===== config.mk =====
export PLATFORM = sky130hd
export DESIGN_NAME = depq_cell
export DESIGN_NICKNAME = d
export VERILOG_FILES = /design/src/design/depq_pkg.sv /design/src/design/depq_cell.sv
export SDC_FILE = /design/constraint.sdc
export NUM_CORES = 1
export LEC_CHECK = 0
export BUFFER_PORTS_ARGS = -buffer_cell sky130_fd_sc_hd__buf_2
export CORE_MARGIN = 10
export CORE_UTILIZATION = 47
export CTS_BUF_LIST = sky130_fd_sc_hd__clkbuf_16
export CTS_CLUSTER_DIAMETER = 40
export DETAILED_ROUTE_END_ITERATION = 8
export HOLD_SLACK_MARGIN = 0.05
export PLACE_DENSITY = 0.95
export SYNTH_ARGS = -nofsm -noshare
export SYNTH_HDL_FRONTEND = slang
export SYNTH_SLANG_ARGS = --single-unit

===== constraint.sdc =====
create_clock -name clk_i -period 2.6 [get_ports clk_i]
set_input_delay 0.39 -clock clk_i [delete_from_list [all_inputs] [get_ports clk_i]]
set_output_delay 0.39 -clock clk_i [all_outputs]
set_load 0.005 [all_outputs]

===== src/design/depq_pkg.sv =====
// Shared types and codes for the double-ended priority queue.
// No dependencies.
package depq_pkg;

  localparam int unsigned OP_W = 2;
  localparam int unsigned ST_W = 2;

  localparam logic [OP_W-1:0] OP_INSERT  = 2'd0;
  localparam logic [OP_W-1:0] OP_POP_MAX = 2'd1;
  localparam logic [OP_W-1:0] OP_POP_MIN = 2'd2;

  localparam logic [ST_W-1:0] ST_OK    = 2'd0;
  localparam logic [ST_W-1:0] ST_EMPTY = 2'd1;
  localparam logic [ST_W-1:0] ST_FULL  = 2'd2;

  typedef struct packed {
    logic start;
    logic step_id;
    logic step_pri;
    logic filt_en;
    logic filt_bit;
  } depq_ctl_t;

endpackage


===== src/design/depq_cell.sv =====
// One storage cell of the queue: bit-serial id match and priority tournament.
// Depends on depq_pkg.
module depq_cell import depq_pkg::*; #(
  parameter int unsigned ID_BITS       = 20,
  parameter int unsigned PRIORITY_BITS = 24
) (
  input  logic                     clk_i,
  input  logic                     rst_ni,
  input  depq_ctl_t                ctl_i,
  input  logic                     live_i,
  input  logic                     id_bit_i,
  input  logic                     take_next_i,
  input  logic                     load_new_i,
  input  logic [ID_BITS-1:0]       next_id_i,
  input  logic [PRIORITY_BITS-1:0] next_pri_i,
  input  logic [ID_BITS-1:0]       new_id_i,
  input  logic [PRIORITY_BITS-1:0] new_pri_i,
  output logic [ID_BITS-1:0]       id_o,
  output logic [PRIORITY_BITS-1:0] pri_o,
  output logic                     flag_o,
  output logic                     msb_o
);

  logic [ID_BITS-1:0]       id_q;
  logic [PRIORITY_BITS-1:0] pri_q;
  logic                     flag_q, flag_d;

  always_comb begin
    flag_d = flag_q;
    if (ctl_i.start) begin
      flag_d = live_i;
    end else if (ctl_i.step_id) begin
      flag_d = flag_q & (id_q[0] == id_bit_i);
    end else if (ctl_i.step_pri) begin
      flag_d = flag_q & (!ctl_i.filt_en || (pri_q[PRIORITY_BITS-1] == ctl_i.filt_bit));
    end
  end

  always_ff @(posedge clk_i or negedge rst_ni) begin
    if (!rst_ni) begin
      flag_q <= 1'b0;
    end else begin
      flag_q <= flag_d;
    end
  end

  always_ff @(posedge clk_i) begin
    if (load_new_i) begin
      id_q  <= new_id_i;
      pri_q <= new_pri_i;
    end else if (take_next_i) begin
      id_q  <= next_id_i;
      pri_q <= next_pri_i;
    end else begin
      if (ctl_i.step_id) begin
        id_q <= {id_q[0], id_q[ID_BITS-1:1]};
      end
      if (ctl_i.step_pri) begin
        pri_q <= {pri_q[PRIORITY_BITS-2:0], pri_q[PRIORITY_BITS-1]};
      end
    end
  end

  assign id_o   = id_q;
  assign pri_o  = pri_q;
  assign flag_o = flag_q;
  assign msb_o  = pri_q[PRIORITY_BITS-1];

endmodule


==> results of run 1 <==
-- final cells by class --
| type | count | area [µm²] | area share (%) |
|---|---|---|---|
| clock inverter | 3 | 37.5 | 1.16 |
| tap | 67 | 83.8 | 2.59 |
| multi-input combinational | 140 | 885 | 27.3 |
| clock buffer | 5 | 125 | 3.86 |
| sequential | 45 | 1350 | 41.6 |
| timing repair buffer | 149 | 761 | 23.5 |
-- how the worst max path moves through the flow --
stage,startpoint,endpoint,cells past startpoint
after floorplan,load_new_i,pri_o[0],3
after global placement,take_next_i,id_o[6],4
after detailed placement,take_next_i,id_o[5],4
after CTS,take_next_i,id_o[10],4
after global routing,take_next_i,id_o[10],4
final,take_next_i,id_o[19],4
-- per-layer routing --
metal  up-vias  wire, µm
li1       1010         -
met1       908      2820
met2        83      3530
met3        12       433
met4         0       136
met5         -         0
-- registers in the layout, indices dropped and copies added (netlist names) --
signal / flops
pri_o: 24
flag_o: 1
id_o: 20
-- cells in the mapped netlist (all sizes together) --
master  number
o21ai       44
clkbuf       6
xor2         2
edfxtp      44
mux2i       44
nand2       44
or3          2
a22o         1
nand2b       1
a21oi        1
buf         10
dfrtp        1
nand4b       1
-- kinds of logic after synthesis --
kind of cell | after synthesis | share of synthesized area (%)
mux | 44 | 18.5
xor+xnor | 2 | 0.735
compound gates | 46 | 9.81
simple gates | 48 | 8.08
buf+inv | 16 | 6.45
flops | 45 | 56.5
-- per-stage QoR --
stage	power, mW	worst slack (ns)	hold slack, ns	area [µm²]
2_1_floorplan	1.11	0.945	0.0944	2380
3_3_place_gp	1.27	0.739	0.164	3070
3_5_place_dp	1.28	0.686	0.167	3070
4_1_cts	1.97	0.981	0.346	3240
5_1_grt	2.04	0.913	0.352	3240
6_report	1.96	0.993	0.350	3240
-- worst reg2reg max path, cell delays in order (launching register included) --
cell,delay [ns]
edfxtp_1,0.45
xor2_1,0.19
nand4b_1,0.12
a22o_1,0.21
-- report_power, final --
group          switching [mW]  internal (mW)
clock network           0.247          0.446
registers              0.0413          0.892
logic                   0.161          0.172
-- repair_timing --
action	in CTS	in global routing
setup buffers	0	0
hold endpoints to repair	1	0
hold buffers	1	0
==> reports/metrics.csv, run 1 <==
metric;value;unit
ant_nets;0;
power_density;605;nW/µm²
drive_gt1_share;45.0;%
gp_congestion;0.858;
ys_seq_area_share;56.5;%
rows;25;
htreeDepth;2;
wl_per_cell;16.9;µm
num-nets-final;440;
cp_cell_sequence;buf_2 > buf_4 > or3_1 > buf_4;
crit_top_cell;buf_4;
clkLatencyLatePin;0.28;ns
cp_data_required_time;2.56;ns
gr-usage-met3;3.95;%
grt_usage;15.7;%
drtIter0Drc;69;
timing.fmax;622;MHz
numPortBuffers;144;
ys_top_cells_by_area;edfxtp_1 55%, mux2i_1 18%, o21ai_1 9.2%, nand2_1 6.9%, buf_12 3.4%;
cts.reportedPaths.clkPinSlew;0.06;ns
cts-buffers-inserted;5;
final_core_util;67.2;%
vias;2013;
layout_commonest_cell;buf_2;
worst_pin_slew;0.992;ns
worstHoldEndpoint;flag_o;
slowest_delay;0.58;ns
setup_tns;0;ns
worstRegToRegCells;3;
core_area;4820;µm²
synth.avg_cell_area;11.9;µm²
ctsResizeCount;0;
dr.pass1.iters;4;
status;completed;
whs_path_depth;2;
syn_area;2380;µm²
grt_start_max_net_pins;50;
insertedDiodeCount;0;
path_max_fanout;45;
crit_buf_inv;3;
clockBufferDepth;2;
die_w;91.2;µm
setup_violations;0;
cpMaxStageDelayCell;buf_4;
ctsRootBufferMaster;clkbuf_16;
grt_pass1_wl;10700;µm
final_cell_mix;144 x buf_2, 44 x mux2i_1, 44 x nand2_1, 44 x o21ai_1, 44 x edfxtp_1;
dp.cells;400;
post-route-period-util;61.8;%
synth_nets;300;
dieArea;8320;µm²
yosysWarnings;0;
start_kind;primary input;
fillers;412;
reg2reg_from;pri_o[23];
top_usage_layer;met2;
cts_tree;built;
drv_slew;0;
finalCriticalPeriod;1.61;ns
reg2reg_to;flag_o;
hp-class;primary input to flip-flop;
crit_family;buffers and inverters;
overflow;0;
synth_cell_types;16;
r2r_setup_slack;1.52;ns
vias_per_cell;4.92;
synth_seq_cells;45;
grt_pass1_vias;2078;
initial_core_util;49.5;%
io_pins;145;
worst_setup_path_end_kind;flip-flop;
met2_usage;27.7;%
area_growth;35.8;%
syn_inst;201;
clock_sinks;45;
antenna_found_initial;0;
synth_top_area_share;55.4;%
min_from;ctl_i[4];
yosysTopAreaCell;edfxtp_1;
ir_drop;0.000349;V
hold_viol_final;0;
slew_headroom;33.9;%
cap_violations;0;
routed_wl;6920;µm
path_class;primary input to flip-flop;
finalClockSkew;0.00392;ns
cp.arrival;1.57;ns
dp_hpwl;5530;µm
die_h;91.2;µm
met1_usage;17.9;%
grt_setup_unrepaired;false;
leakage;1.60;nW
instances_no_fill;409;
drc;0;
(Power assumes the default switching activity.)
==> run 2: changes to the inputs <==
--- a/config.mk
+++ b/config.mk
@@ -7,12 +7,12 @@
 export LEC_CHECK = 0
 export BUFFER_PORTS_ARGS = -buffer_cell sky130_fd_sc_hd__buf_2
 export CORE_MARGIN = 10
-export CORE_UTILIZATION = 47
+export CORE_UTILIZATION = 43
 export CTS_BUF_LIST = sky130_fd_sc_hd__clkbuf_16
 export CTS_CLUSTER_DIAMETER = 40
 export DETAILED_ROUTE_END_ITERATION = 8
 export HOLD_SLACK_MARGIN = 0.05
-export PLACE_DENSITY = 0.95
+export PLACE_DENSITY = 0.9
 export SYNTH_ARGS = -nofsm -noshare
 export SYNTH_HDL_FRONTEND = slang
 export SYNTH_SLANG_ARGS = --single-unit
==> constraint.sdc (replaced) <==
create_clock -name clk_i -period 1.5 [get_ports clk_i]
set_input_delay 0.225 -clock clk_i [delete_from_list [all_inputs] [get_ports clk_i]]
set_output_delay 0.225 -clock clk_i [all_outputs]
set_load 0.005 [all_outputs]
==> reports/metrics.csv, run 2 (synthesis gave the netlist of run 1 again) <==
metric;value;unit
cap_violations;0;
path_max_fanout;4;
cts_post_setup_buffers_inserted;0;
status;completed;
reg2reg_from;id_o[0];
grt_pass1_wl;10700;µm
slew_headroom;72.2;%
cts.reportedPaths.clkPinSlew;0.06;ns
start_kind;flip-flop;
routed_wl;7010;µm
timing.fmax;890;MHz
hold_viol_final;0;
final_cell_mix;144 x buf_2, 44 x mux2i_1, 44 x nand2_1, 44 x o21ai_1, 44 x edfxtp_1;
slowest_delay;0.45;ns
ctsRootBufferMaster;clkbuf_16;
largest_reg_flops;24;
vias_per_cell;4.84;
die_w;94.5;µm
numPortBuffers;144;
whs_path_depth;2;
preCtsSetupSlack;0.231;ns
io_pins;145;
min_from;live_i;
wl_per_cell;16.8;µm
grt_usage;15.1;%
power_density;987;nW/µm²
post_dp_cell_area;3120;µm²
finalCriticalPeriod;1.12;ns
crit_family;flip-flops;
cts_tree;built;
dr.pass1.iters;4;
dieArea;8920;µm²
worst_pin_slew;0.417;ns
cp_data_required_time;1.27;ns
leakage;1.62;nW
cts-hold-fix-buffers;1;
worstRegToRegCells;3;
overflow;0;
crit_buf_inv;1;
ir_drop;0.000456;V
hp-class;primary input to flip-flop;
setup_violations;0;
finalClockSkew;0.00276;ns
clock_sinks;45;
grt_start_max_net_pins;49;
clockBufferDepth;2;
drtIter0Drc;141;
worst_setup_path_end_kind;output port;
critPathLaunch;pri_o[23];
num-nets-final;443;
fillers;467;
clkLatencyLatePin;0.28;ns
post-route-period-util;74.9;%
grt_setup_unrepaired;false;
setup_tns;0;ns
cts-buffers-inserted;5;
area_growth;36.9;%
cp_cell_sequence;buf_2;
ctsResizeCount;0;
antenna_found_initial;1;
total_power;3.22;mW
setup_slack;0.377;ns
die_h;94.5;µm
initial_core_util;43.8;%
cp.arrival;0.90;ns
insertedDiodeCount;0;
grt_pass1_vias;2127;
path_class;flip-flop to output port;
gp_congestion;0.855;
layout_commonest_cell;buf_2;
ant_nets;0;
drive_gt1_share;45.2;%
cpMaxStageDelayCell;edfxtp_1;
critical_path_cell_count;1;
rows;27;
dp_hpwl;5640;µm
drc;0;
final_area;3270;µm²
htreeDepth;2;
vias;2017;
drv_slew;0;
core_area;5440;µm²
## run 2: cell types whose count changed in the layout (fill, tap and decap cells not counted)
cell,before,now
buf_4,4,5
buf_12,0,2
inv_1,1,2
bufinv_16,1,0
## run 2: area by class of cell
type                       instances  area, µm²  area share [%]
multi-input combinational        140        885            27.1
clock inverter                     3       11.3           0.345
clock buffer                       5        125            3.83
timing repair buffer             152        808            24.8
sequential                        45       1350            41.2
tap                               72       90.1            2.76
## run 2: worst reg2reg max path, cell delays in order (launching register included)
cell and delay [ns]:
edfxtp_1 0.44, xor2_1 0.26, a21oi_1 0.11, a22o_1 0.19
## run 2: report_power, final
group / leakage, nW / switching [mW] / internal (mW)
sequential: 0.482 / 0.0747 / 1.55
clock: 0.0738 / 0.420 / 0.599
combinational: 1.06 / 0.276 / 0.307
total: 1.62 / 0.771 / 2.45
## run 2: worst paths after layout
| path | to | slack (ns) |
|---|---|---|
| max | msb_o | 0.38 |
| min | flag_o | 0.21 |
| max reg2reg | flag_o | 0.39 |
| min reg2reg | pri_o[23] | 0.62 |
| max in group asynchronous | flag_o | 1.17 |
| min in group asynchronous | flag_o | 0.25 |
## run 2: metrics by stage
stage	std cells	hold WS (ns)	util [%]
2_1_floorplan	201	-0.0706	-
5_1_grt	417	0.200	60.0
3_3_place_gp	408	-0.000685	57.3
6_report	417	0.206	60.0
3_5_place_dp	408	0.00276	57.3
4_1_cts	417	0.197	60.0
## run 2: metal layers
metal / track usage, % / up-vias / wire, µm
met5: 0 / - / 13
met3: 6.98 / 4 / 735
met2: 24.5 / 91 / 3400
met4: 2.74 / 2 / 20
met1: 18.1 / 905 / 2840
li1: - / 1015 / -
==> run 3: changes to the inputs <==
==> constraint.sdc (replaced) <==
create_clock -name clk_i -period 1.2 [get_ports clk_i]
set_input_delay 0.18 -clock clk_i [delete_from_list [all_inputs] [get_ports clk_i]]
set_output_delay 0.18 -clock clk_i [all_outputs]
set_load 0.005 [all_outputs]
==> reports/metrics.csv, run 3 (synthesis gave the netlist of run 1 again) <==
metric;value;unit
dp_hpwl;5640;µm
overflow;0;
final_cell_mix;144 x buf_2, 44 x mux2i_1, 44 x nand2_1, 44 x o21ai_1, 44 x edfxtp_1;
path_max_fanout;3;
finalClockSkew;0.00544;ns
dieArea;8920;µm²
numPortBuffers;144;
r2r_setup_slack;0.12;ns
drv_slew;0;
area_growth;36.9;%
slowest_delay;0.43;ns
post-route-period-util;96.6;%
clock_sinks;45;
drtIter0Drc;46;
start_kind;flip-flop;
dr.pass1.iters;4;
die_h;94.5;µm
seqCellArea;1350;µm²
worst_setup_path_end_kind;output port;
fillers;469;
htreeDepth;2;
antenna_found_initial;0;
setup_violations;0;
leakage;1.60;nW
initial_core_util;43.8;%
hold_viol_final;0;
cap_violations;0;
largest_reg_flops;24;
core_area;5440;µm²
layout_commonest_cell;buf_2;
grt_setup_unrepaired;false;
total_power;4.02;mW
final_area;3270;µm²
io_pins;145;
cts_post_setup_buffers_inserted;0;
routed_wl;7010;µm
clkLatencyLatePin;0.28;ns
timing.fmax;863;MHz
grt_pass1_wl;10500;µm
vias;2074;
cts.reportedPaths.clkPinSlew;0.06;ns
grt_pass1_vias;2163;
cts-buffers-inserted;5;
drc;0;
cpMaxStageDelayCell;edfxtp_1;
cp_cell_sequence;buf_6 > buf_2;
insertedDiodeCount;0;
cp_data_required_time;1.02;ns
cts_tree;built;
drive_gt1_share;46.2;%
ctsRootBufferMaster;clkbuf_16;
num-nets-final;442;
post_dp_cell_area;3120;µm²
final_core_util;60.0;%
vias_per_cell;5.01;
slew_headroom;78.6;%
multi_input_area;895;µm²
setup_tns;0;ns
gp_congestion;0.796;
grt_start_max_net_pins;37;
ant_nets;0;
ir_drop;0.000660;V
die_w;94.5;µm
status;completed;
cp.arrival;0.98;ns
power_density;1230;nW/µm²
worst_pin_slew;0.321;ns
hp-class;primary input to flip-flop;
whs;0.140;ns
clockBufferDepth;2;
rows;27;
grt_usage;14.8;%
wl_per_cell;16.9;µm
path_class;flip-flop to output port;
finalCriticalPeriod;1.16;ns
-- run 3: cell types whose count changed in the layout (fill, tap and decap cells not counted) --
cell      change
buf_4         -2
buf_6         +1
clkinv_1      -1
clkinv_2      +1
inv_1         -2
or3_1         -2
or3_4         +2
-- run 3: layout make-up --
| cell class | instances | share of cell area, % |
|---|---|---|
| flip-flops and latches | 45 | 41.2 |
| multi-input cells | 140 | 27.4 |
| repair buffers | 151 | 24.6 |
| clock buffers | 5 | 3.83 |
| well taps | 72 | 2.76 |
| clock inverters | 1 | 0.153 |
-- run 3: what timing repair did --
action | in CTS | in global routing
gates resized for setup | 0 | 1
hold buffers | 1 | 0
setup endpoints to repair | 0 | 1
endpoints found under the hold margin | 1 | 0
-- run 3: through the flow --
step | cells | worst slack (ns)
detailed placement | 407 | 0.000937
global placement | 407 | -0.00739
finish | 414 | 0.0407
CTS | 414 | 0.0194
floorplan | 201 | 0.0123
global route | 414 | 0.0109
-- run 3: worst max-delay path, delay by kind of cell, from the launching register on --
family	cells	cell delay, ns
buffers and inverters	2	0.27
flip-flops	1	0.43
-- run 3: report_power, final --
part	leakage (nW)	internal, mW	total [mW]	switching, mW
logic	1.06	0.392	0.746	0.354
registers	0.482	1.93	2.03	0.0944
clock network	0.0655	0.743	1.24	0.501
-- run 3: routing by layer --
| layer | share of wire, % | up-vias | GRT usage (%) |
|---|---|---|---|
| li1 | - | 1017 | - |
| met1 | 41 | 947 | 16.7 |
| met2 | 47 | 100 | 24.6 |
| met3 | 11 | 10 | 7.14 |
| met4 | 1.1 | 0 | 3.74 |
| met5 | 0 | - | 0 |
-- run 3: final timing paths --
path	cells after the start	to	startpoint
max	2	msb_o	pri_o[23]
min	2	flag_o	live_i
max reg2reg	3	flag_o	pri_o[23]
min reg2reg	2	id_o[13]	id_o[14]
max in group asynchronous	2	flag_o	rst_ni
min in group asynchronous	2	flag_o	rst_ni
